<file path="src/rtl/core/lsf_pkg.sv">
package lsf_pkg;

    localparam int unsigned MAX_POINTS_DEF = 1024;
    localparam int unsigned FRAC_BITS_DEF  = 16;

    localparam int unsigned X_W    = 16;
    localparam int unsigned Y_W    = 32;
    localparam int unsigned VAL_W  = 48;
    localparam int unsigned STAT_W = 3;
    localparam int unsigned SX_W   = 26;
    localparam int unsigned SY_W   = 42;
    localparam int unsigned SXY_W  = 58;
    localparam int unsigned SXX_W  = 42;
    localparam int unsigned OP_W   = 64;
    localparam int unsigned PROD_W = 128;

    typedef enum logic [STAT_W-1:0] {
        STAT_FIT_OK      = 3'd0,
        STAT_FIT_DEGEN   = 3'd1,
        STAT_FIT_DROPPED = 3'd2,
        STAT_PRED_OK     = 3'd3,
        STAT_PRED_NOFIT  = 3'd4
    } status_t;

endpackage

</file>
<file path="src/rtl/core/lsf_serial_mul.sv">
module lsf_serial_mul (
    input  logic                             clk,
    input  logic                             rst_n,
    input  logic                             start,
    input  logic signed [lsf_pkg::OP_W-1:0]  a,
    input  logic        [lsf_pkg::OP_W-1:0]  b,
    output logic                             done,
    output logic        [lsf_pkg::PROD_W-1:0] prod
);

    logic                         busy_reg;
    logic                         done_reg;
    logic [lsf_pkg::PROD_W-1:0]   acc_reg;
    logic [lsf_pkg::PROD_W-1:0]   mcand_reg;
    logic [lsf_pkg::OP_W-1:0]     mplier_reg;

    always_ff @(posedge clk or negedge rst_n)
    begin
        if (!rst_n)
        begin
            busy_reg <= 1'b0;
            done_reg <= 1'b0;
        end
        else
        begin
            done_reg <= 1'b0;
            if (start)
            begin
                busy_reg <= 1'b1;
            end
            else if (busy_reg && (mplier_reg == '0))
            begin
                busy_reg <= 1'b0;
                done_reg <= 1'b1;
            end
        end
    end

    // shift-add, one multiplier bit per cycle; stop once the remaining bits are zero
    always_ff @(posedge clk)
    begin
        if (start)
        begin
            acc_reg    <= '0;
            mcand_reg  <= {{(lsf_pkg::PROD_W-lsf_pkg::OP_W){a[lsf_pkg::OP_W-1]}}, a};
            mplier_reg <= b;
        end
        else if (busy_reg && (mplier_reg != '0))
        begin
            if (mplier_reg[0])
            begin
                acc_reg <= acc_reg + mcand_reg;
            end
            mcand_reg  <= {mcand_reg[lsf_pkg::PROD_W-2:0], 1'b0};
            mplier_reg <= {1'b0, mplier_reg[lsf_pkg::OP_W-1:1]};
        end
    end

    assign done = done_reg;
    assign prod = acc_reg;

endmodule

</file>
<file path="config.mk">
export PLATFORM = sky130hd
export DESIGN_NAME = lsf_serial_mul
export DESIGN_NICKNAME = d
export VERILOG_FILES = /design/src/rtl/core/lsf_pkg.sv /design/src/rtl/core/lsf_serial_mul.sv
export SDC_FILE = /design/constraint.sdc
export NUM_CORES = 1
export LEC_CHECK = 0
export ABC_AREA = 1
export ABC_CLOCK_PERIOD_IN_PS = 6600
export BUFFER_PORTS_ARGS = -buffer_cell sky130_fd_sc_hd__buf_2
export CORE_MARGIN = 1.5
export CORE_UTILIZATION = 50
export CTS_CLUSTER_SIZE = 14
export DETAILED_ROUTE_END_ITERATION = 12
export PLACE_DENSITY = 0.69
export SLEW_MARGIN = 10
export SYNTH_ARGS = -nofsm -noshare
export SYNTH_HDL_FRONTEND = slang
export SYNTH_SLANG_ARGS = --single-unit
</file>
<file path="constraint.sdc">
create_clock -name clk -period 6.6 [get_ports clk]
set_clock_uncertainty 0.05 [all_clocks]
set_input_delay 1.98 -clock clk [delete_from_list [all_inputs] [get_ports clk]]
set_output_delay 1.98 -clock clk [all_outputs]
set_load 0.005 [all_outputs]
</file>
==> impl_metrics.toml <==
[drt]
firstDrtPassIters = 7
wl_per_cell_microns = 17.6
viasPerCell = 5.02
first_iter_violations = 2915
route.vias.total = 27690
wirelength_microns = 97000
final_antenna_net_count = 0
drc = 0

[worst_setup_path]
worstPathArrival_ns = 4.48
cp_num_buf_inv = 3
r2r.worst_path.cells = 12
path_cells = "clkbuf_8, inv_4, nand2_8, buf_4"
cp_slowest_cell = "nand2_8"
worstSetupPathType = "in -> reg"
cp-start-kind = "primary input"
r2r_start = "mplier_reg[0]"
crit_required_ns = 6.78
worstReg2RegEnd = "prod[38]"
startpoint = "start"
end_kind = "flop"
crit_fanout = 131
critPathTopFamily = "buffers and inverters"
slowest_delay_ns = 0.68
r2r_slack_ns = 2.89

[logic_synthesis]
syn_inst = 4572
async_flop_share_pct = 0.621
avgSynthCellArea_sq_um = 5.83
ys.warnings.count = 0
synth_edf_count = 192
synth_ff_type = "edfxtp_1"
ys_ff_latch = 322
ys_seq_area_share_pct = 31.4
ys_types = 33
syn-cell-area_sq_um = 26700
syn_nets = 4831

[worst_hold_path]
hold_depth = 2
hp-class = "reg -> reg"
hold_start = "prod[18]"
holdPathEnd = "prod[18]"

[power]
p_seq_share_pct = 35.4
p_comb_share_pct = 33.3
p_clk_share_pct = 31.3
power_density_nw_per_um2 = 238
switching_share_pct = 38.3
p_switching_mw = 2.72
intPower_mw = 4.39
peakVddDrop_uv = 206
power.leakage_nw = 17.9

[cts]
cts_buffer_depth = 3
hold_buffers = 0
cts_tree = "done"
cts.repair.resized = 0
post_cts_buffers = 0
htree_levels = 2
cts_root_buf = "clkbuf_16"
clock_latency_ns = 0.61
cts_buffers = 39
cts.sinks = 322
path_clk_slew_ns = 0.06

[grt]
grt_pass1_vias = 24649
antenna_found_initial = 0
grt_usage_pct = 35.2
grt_pass1_wl_microns = 144000
grt_overflow = 0
grt_max_degree = 132

[cells_and_area]
finalNonFillerCells = 5519
layout_common_cells = "2043 x nand2_1, 1058 x inv_1, 296 x nor2_1"
fillers = 5595
diodes = 0
final_common_cell = "nand2_1"
layout.nets = 5059
final_layout_size_suffix_gt1_share_pct = 6.96
flow.area_growth_from_synthesis_pct = 12.1

[placement]
routabilityCongestion = 1.07
place_inst = 5447
port-buffer-count = 259
dp_hpwl_microns = 78300

[sta]
min_period_ns = 4.30
slew_viol_final = 0
report.final.setup_viol = 0
timing.final.hold_violations = 0
slew_headroom_pct = 35.8
tightestPinTransition_ns = 0.962
finalSetupTns_ns = 0
rsz0062_at_grt = "no"
max_freq_mhz = 233
period_share_pct = 65.1

[floorplan]
initial_utilization_pct = 50.6
dieArea_sq_um = 54700
die_w_microns = 234
fp.dieH_microns = 234
rows = 84
coreArea_sq_um = 52700
ios = 260

[job]
drv_cap = 0

[status]
status = "finished, final reports clean"
[cell type report]
class | instances | area [sq um] | area share [%]
tap | 688 | 861 | 2.88
timing repair buffer | 270 | 1400 | 4.69
inverter | 1062 | 3990 | 13.4
multi-input combinational | 3105 | 14000 | 46.7
sequential | 322 | 8380 | 28.0
clock inverter | 17 | 223 | 0.745
clock buffer | 55 | 1080 | 3.60
[per-layer routing]
metal	track usage, %	vias to the layer above	routed length [microns]
met5	0	-	0
met4	10.6	0	2830
met3	6.94	140	10300
met2	49.9	1127	38200
met1	53.1	12335	45700
li1	-	14088	-
[Yosys cell counts (3+ instances only)]
| library cell | number | area [sq um] |
|---|---|---|
| buf_2 | 11 | 55.1 |
| buf_1 | 8 | 30.0 |
| xnor2_1 | 40 | 350 |
| o21ai_0 | 94 | 470 |
| inv_2 | 3 | 11.3 |
| inv_1 | 1058 | 3970 |
| dfxtp_1 | 128 | 2560 |
| edfxtp_1 | 192 | 5770 |
| o21bai_1 | 15 | 113 |
| a21oi_1 | 202 | 1010 |
| clkbuf_1 | 55 | 206 |
| nor3_1 | 23 | 115 |
| nand2_1 | 2045 | 7680 |
| nor2_2 | 3 | 18.8 |
| buf_4 | 9 | 67.6 |
| nand4_1 | 32 | 200 |
| nand3_1 | 188 | 941 |
| xor2_1 | 23 | 201 |
| ha_1 | 127 | 1590 |
| and2_1 | 6 | 37.5 |
| nor2_1 | 296 | 1110 |
[worst min-delay path, cell delays in order (launching register included)]
cell and delay (ns):
dfxtp_1 0.32, nand2_1 0.07, a21oi_1 0.05
[stage by stage]
| step | area [sq um] | util (%) | setup slack, ns | total power [mW] | hold WS, ns |
|---|---|---|---|---|---|
| finish | 29900 | 56.8 | 2.30 | 7.10 | 0.441 |
| global route | 29900 | 56.8 | 2.12 | 7.49 | 0.465 |
| CTS | 29900 | 56.8 | 2.36 | 7.08 | 0.444 |
| detailed placement | 28600 | 54.3 | 1.73 | 4.84 | 0.430 |
| global placement | 28600 | 54.3 | 1.80 | 4.82 | 0.428 |
| floorplan | 26700 | - | 1.10 | 4.03 | 0.427 |
[worst max path at each step]
| stage | end | cells past startpoint |
|---|---|---|
| 5_1_grt | mcand_reg[89] | 4 |
| 3_3_place_gp | mcand_reg[87] | 4 |
| 4_1_cts | mcand_reg[87] | 4 |
| 2_1_floorplan | mcand_reg[0] | 5 |
| 3_5_place_dp | mcand_reg[87] | 4 |
| 6_report | mcand_reg[86] | 4 |
[cells by family after synthesis]
logic type,share of synthesized area [%]
buf+inv,16.3
fa+ha+maj,6.04
xor+xnor,2.07
compound gates,6.11
simple gates,38.0
flops,31.4
[power by group through the flow]
| stage | Combinational [mW] | Sequential, mW | Clock, mW |
|---|---|---|---|
| after floorplan | 1.51 | 2.51 | 0 |
| after global placement | 2.27 | 2.55 | 0 |
| after detailed placement | 2.29 | 2.55 | 0 |
| after CTS | 2.30 | 2.52 | 2.26 |
| after global routing | 2.62 | 2.54 | 2.33 |
| final | 2.36 | 2.52 | 2.23 |
(Power assumes the default switching activity.)
