File: config.mk
export PLATFORM = sky130hd
export DESIGN_NAME = lsf_serial_div
export DESIGN_NICKNAME = d
export VERILOG_FILES = /design/src/rtl/core/lsf_pkg.sv /design/src/rtl/core/lsf_serial_div.sv
export SDC_FILE = /design/constraint.sdc
export NUM_CORES = 1
export LEC_CHECK = 0
export BUFFER_PORTS_ARGS = -buffer_cell sky130_fd_sc_hd__buf_2
export CORE_MARGIN = 2
export CORE_UTILIZATION = 65
export CTS_CLUSTER_DIAMETER = 150
export DETAILED_ROUTE_END_ITERATION = 6
export PLACE_DENSITY = 0.85
export SLEW_MARGIN = 20
export SYNTH_ARGS = -nofsm -noshare
export SYNTH_HDL_FRONTEND = slang
export SYNTH_SLANG_ARGS = --single-unit
File: constraint.sdc
create_clock -name clk -period 14.05 [get_ports clk]
set_input_delay 0.7025 -clock clk [delete_from_list [all_inputs] [get_ports clk]]
set_output_delay 0.7025 -clock clk [all_outputs]
set_load 0.1 [all_outputs]
File: src/rtl/core/lsf_pkg.sv
package lsf_pkg;

    localparam int unsigned MAX_POINTS_DEF = 1024;
    localparam int unsigned FRAC_BITS_DEF  = 16;

    localparam int unsigned X_W    = 16;
    localparam int unsigned Y_W    = 32;
    localparam int unsigned VAL_W  = 48;
    localparam int unsigned STAT_W = 3;
    localparam int unsigned SX_W   = 26;
    localparam int unsigned SY_W   = 42;
    localparam int unsigned SXY_W  = 58;
    localparam int unsigned SXX_W  = 42;
    localparam int unsigned OP_W   = 64;
    localparam int unsigned PROD_W = 128;

    typedef enum logic [STAT_W-1:0] {
        STAT_FIT_OK      = 3'd0,
        STAT_FIT_DEGEN   = 3'd1,
        STAT_FIT_DROPPED = 3'd2,
        STAT_PRED_OK     = 3'd3,
        STAT_PRED_NOFIT  = 3'd4
    } status_t;

endpackage

File: src/rtl/core/lsf_serial_div.sv
module lsf_serial_div #(
    parameter int unsigned FRAC_BITS = lsf_pkg::FRAC_BITS_DEF
) (
    input  logic                              clk,
    input  logic                              rst_n,
    input  logic                              start,
    input  logic [lsf_pkg::PROD_W-1:0]        num,
    input  logic [lsf_pkg::OP_W-1:0]          den,
    output logic                              done,
    output logic signed [lsf_pkg::VAL_W-1:0]  quot
);

    localparam int unsigned PW    = lsf_pkg::PROD_W;
    localparam int unsigned CNT_W = $clog2(PW);
    localparam logic [PW-1:0] POS_LIM = PW'((64'd1 << (lsf_pkg::VAL_W - 1)) - 64'd1);

    typedef enum logic [1:0] {S_IDLE, S_RUN, S_FIN} state_t;

    state_t                   state_reg;
    logic                     done_reg;
    logic [CNT_W-1:0]         cnt_reg;
    logic                     neg_reg;
    logic [PW-1:0]            m_reg;
    logic [PW-1:0]            q_reg;
    logic [lsf_pkg::OP_W:0]   rem_reg;
    logic [lsf_pkg::OP_W-1:0] den_reg;
    logic [lsf_pkg::VAL_W-1:0] quot_reg;

    logic [PW-1:0]            mag;
    logic [lsf_pkg::OP_W:0]   r2;
    logic                     ge;
    logic [lsf_pkg::OP_W:0]   half_gap;
    logic [PW-1:0]            q_rnd;
    logic [lsf_pkg::VAL_W-1:0] sat_val;

    always_comb
    begin
        mag      = num[PW-1] ? (~num + PW'(1)) : num;
        r2       = {rem_reg[lsf_pkg::OP_W-1:0], m_reg[PW-1]};
        ge       = (r2 >= {1'b0, den_reg});
        half_gap = {1'b0, den_reg} - rem_reg;
        q_rnd    = (rem_reg >= half_gap) ? (q_reg + PW'(1)) : q_reg;
        if (neg_reg)
        begin
            if (q_rnd > POS_LIM)
            begin
                sat_val = {1'b1, {(lsf_pkg::VAL_W-1){1'b0}}};
            end
            else
            begin
                sat_val = ~q_rnd[lsf_pkg::VAL_W-1:0] + lsf_pkg::VAL_W'(1);
            end
        end
        else
        begin
            sat_val = (q_rnd > POS_LIM) ? POS_LIM[lsf_pkg::VAL_W-1:0]
                                        : q_rnd[lsf_pkg::VAL_W-1:0];
        end
    end

    always_ff @(posedge clk or negedge rst_n)
    begin
        if (!rst_n)
        begin
            state_reg <= S_IDLE;
            done_reg  <= 1'b0;
            cnt_reg   <= '0;
        end
        else
        begin
            done_reg <= 1'b0;
            unique case (state_reg)
                S_IDLE:
                begin
                    if (start)
                    begin
                        state_reg <= S_RUN;
                        cnt_reg   <= '0;
                    end
                end
                S_RUN:
                begin
                    cnt_reg <= cnt_reg + CNT_W'(1);
                    if (cnt_reg == CNT_W'(PW - 1))
                    begin
                        state_reg <= S_FIN;
                    end
                end
                S_FIN:
                begin
                    state_reg <= S_IDLE;
                    done_reg  <= 1'b1;
                end
                default:
                begin
                    state_reg <= S_IDLE;
                end
            endcase
        end
    end

    // restoring division, one quotient bit per cycle, then round and saturate
    always_ff @(posedge clk)
    begin
        if (start && (state_reg == S_IDLE))
        begin
            neg_reg <= num[PW-1];
            m_reg   <= mag << FRAC_BITS;
            q_reg   <= '0;
            rem_reg <= '0;
            den_reg <= den;
        end
        else if (state_reg == S_RUN)
        begin
            m_reg   <= {m_reg[PW-2:0], 1'b0};
            q_reg   <= {q_reg[PW-2:0], ge};
            rem_reg <= ge ? (r2 - {1'b0, den_reg}) : r2;
        end
        else if (state_reg == S_FIN)
        begin
            quot_reg <= sat_val;
        end
    end

    assign done = done_reg;
    assign quot = quot_reg;

endmodule
==> impl_metrics.toml <==
[run_status]
status = "completed"

[clock_network]
cts_setup_buffers = 0
cts_resized = 0
clock_latency_ns = 0.58
path_clk_slew_ns = 0.06
cts_buffer_depth = 3
h-tree-depth = 2
hold_buffers = 1
cts.sinks = 428
cts-root-buf = "clkbuf_16"
cts_buffers = 46
cts_tree = "done"

[sta]
rsz0062_at_grt = "false"
drv_slew = 0
fmax_ghz = 0.0811
final.setup.tns_ns = 0
fin_crit_sh_pct = 87.8
timing.clock.skew_ns = 0.0187
relSlewSlack_pct = 28.2
hold_viol = 0
tightest_slew_ns = 1.08
setup_ws_ns = 1.72
min_period_ns = 12.33
finalSetupViolations = 0

[worst_setup_path]
cp_max_fo = 52
path_class = "reg -> reg"
path_common_cell = "a21oi_1"
crit_path_end_kind = "register"
worst_setup_path_start_kind = "register"
cp.arrival_ns = 12.68
cpMaxStageDelayCell = "mux2_2"
cpPeakStageDelay_ns = 0.93
r2r_cells = 30
crit_required_ns = 14.40

[floorplan]
fp.dieH_um = 225
io_pins = 244
rows = 80
initial_core_util_pct = 66.0
die_w_um = 225
core_area_um2 = 47900
dieArea_um2 = 50500

[final_layout]
drive_gt1_share_pct = 9.94
fill_cells = 3714
areaGrowthSynthToFinish_pct = 8.72
largest_reg_flops = 128
nets = 4210
layoutNonFillerInstCount = 4477

[logic_synthesis]
synth.yosys.seq_area_share_pct = 34.3
synth_area_leaders = "edfxtp_1 (21%), dfxtp_1 (12%), ha_1 (7.8%), nand2_1 (4.9%), xor2_1 (4.9%)"
ys_warn_count = 0
synth_common_cells = "nand2_1 (414), o21ai_0 (303), edfxtp_1 (225)"
async_reset_ff_share_pct = 2.34
synth_area_per_cell_um2 = 8.42
syn_area_um2 = 31700
syn_nets = 4155
synth_seq_cells = 428
synth_most_common_cell = "nand2_1"
ys_types = 86
synth_top_area_cell = "edfxtp_1"
synth-edff-count = 225
yosys.area.top_type_share_pct = 21.3
syn_inst = 3761
synthFlopType = "edfxtp_1"

[power_and_ir_drop]
p_int_mw = 4.04
peakVddDrop_uv = 139
seq_power_share_pct = 29.4
p_per_area_nw_per_um2 = 211
power_mw = 7.28
switching_share_pct = 44.5
p_sw_mw = 3.24
p_leak_nw = 14.0
combinationalPowerShare_pct = 53.8
p_clk_share_pct = 16.8

[grt]
grt_pass1_vias = 26700
met2_usage_pct = 50.7
antenna_found_initial = 14
grt.met1_usage_pct = 46.7
grt_max_degree = 139
gr-total-overflow = 0
track_usage_pct = 32.9
grt_pass1_wl_um = 137000
gr-max-usage-layer = "met2"
use_met3_pct = 6.44

[drt]
first_iter_violations = 3096
totalWireLength_um = 85000
remaining_drc_errors = 0
first_pass_iters = 6
wire_per_inst_um = 19.0
drt-vias-per-instance = 6.52
ant_nets = 0
num_vias = 29200

[run]
drv_cap = 0

[place]
pre_cts_slack_ns = 2.37
finalWeightedCongestion = 0.986
dp_hpwl_um = 61200
place_inst = 4382
io_buffers = 228

[min_path]
holdPathStages = 1
hold_class = "in -> reg"
==> worst max-delay path, delay by kind of cell (launching register included) <==
kind	cells	cell delay, ns
AND/OR/NAND/NOR	10	3.43
XOR/XNOR	1	0.21
buffers and inverters	1	0.52
flip-flops	1	0.47
multiplexers	1	0.93
adder cells (fa/ha/maj)	2	0.62
AO/OA/AOI/OAI	15	5.87
==> stage by stage <==
step	area [um^2]	utilization [%]	hold slack (ns)
2_1_floorplan	31700	-	0.407
3_3_place_gp	32900	68.6	0.470
3_5_place_dp	32900	68.6	0.472
4_1_cts	34400	71.7	0.266
5_1_grt	34400	71.7	0.274
6_report	34400	71.8	0.295
==> power by group through the flow <==
stage | clock (mW) | combinational, mW | sequential (mW)
finish | 1.22 | 3.91 | 2.14
detailed placement | 0 | 3.79 | 2.14
global route | 1.28 | 4.35 | 2.19
global placement | 0 | 3.70 | 2.13
floorplan | 0 | 3.11 | 1.94
CTS | 1.24 | 3.84 | 2.13
==> worst paths after layout <==
check | startpoint | to | slack [ns]
min in group asynchronous | rst_n | cnt_reg[1]$_DFFE_PN0P_ | 0.53
setup reg to reg | den_reg[1]$_DFFE_PP_ | quot[32]$_DFFE_PP_ | 1.72
max in group asynchronous | rst_n | cnt_reg[2]$_DFFE_PN0P_ | 13.29
hold reg to reg | cnt_reg[5]$_DFFE_PN0P_ | cnt_reg[5]$_DFFE_PN0P_ | 0.49
hold / removal | den[60] | den_reg[60]$_DFFE_PP_ | 0.30
setup / recovery | den_reg[1]$_DFFE_PP_ | quot[32]$_DFFE_PP_ | 1.72
==> per-layer routing <==
| layer | vias to the layer above | wire length (um) |
|---|---|---|
| li1 | 14100 | - |
| met1 | 13700 | 38200 |
| met2 | 1238 | 37000 |
| met3 | 199 | 7400 |
| met4 | 14 | 2340 |
| met5 | - | 95 |
==> layout make-up <==
type | instances | area (um^2) | share of cell area [%]
multi-input combinational | 2888 | 19200 | 55.7
sequential | 428 | 10900 | 31.6
clock buffer | 66 | 1340 | 3.89
timing repair buffer | 250 | 1310 | 3.81
tap | 615 | 769 | 2.24
inverter | 202 | 764 | 2.22
clock inverter | 19 | 163 | 0.473
antenna | 9 | 22.5 | 0.0654
==> logic make-up (layout without fill, tap and decap cells) <==
group / Yosys count / in the layout / share of synthesized area [%]
AND/OR/NAND/NOR: 1246 / 1246 / 19.8
AO/OA/AOI/OAI: 1096 / 1096 / 22.9
buffers and inverters: 445 / 537 / 5.30
flip-flops: 428 / 428 / 34.3
XOR/XNOR: 306 / 306 / 8.47
adder cells (fa/ha/maj): 199 / 199 / 7.91
multiplexers: 41 / 41 / 1.30
other: 0 / 9 / 0
==> placed cells by master (no fill, tap or decap), types with 22 or more instances in the layout <==
| cell | n |
|---|---|
| o22ai_1 | 36 |
| xnor2_1 | 130 |
| nor2_1 | 169 |
| clkbuf_16 | 50 |
| nand4_1 | 117 |
| a22o_1 | 136 |
| inv_1 | 199 |
| ha_1 | 197 |
| or3_1 | 40 |
| o21ai_0 | 303 |
| and3_1 | 43 |
| nand2_1 | 413 |
| a21o_1 | 96 |
| or2_2 | 23 |
| o31ai_1 | 40 |
| and2_1 | 24 |
| nor3_1 | 88 |
| a21oi_1 | 218 |
| buf_2 | 228 |
| xor2_1 | 176 |
| dfxtp_1 | 193 |
| o41ai_1 | 22 |
| nor2b_1 | 26 |
| nor4_1 | 63 |
| edfxtp_1 | 225 |
| nand3_1 | 127 |
| a22oi_1 | 22 |
| nand2b_1 | 28 |
| a32oi_1 | 26 |
| mux2i_1 | 38 |
No activity file was read; power rests on OpenSTA's default activity.
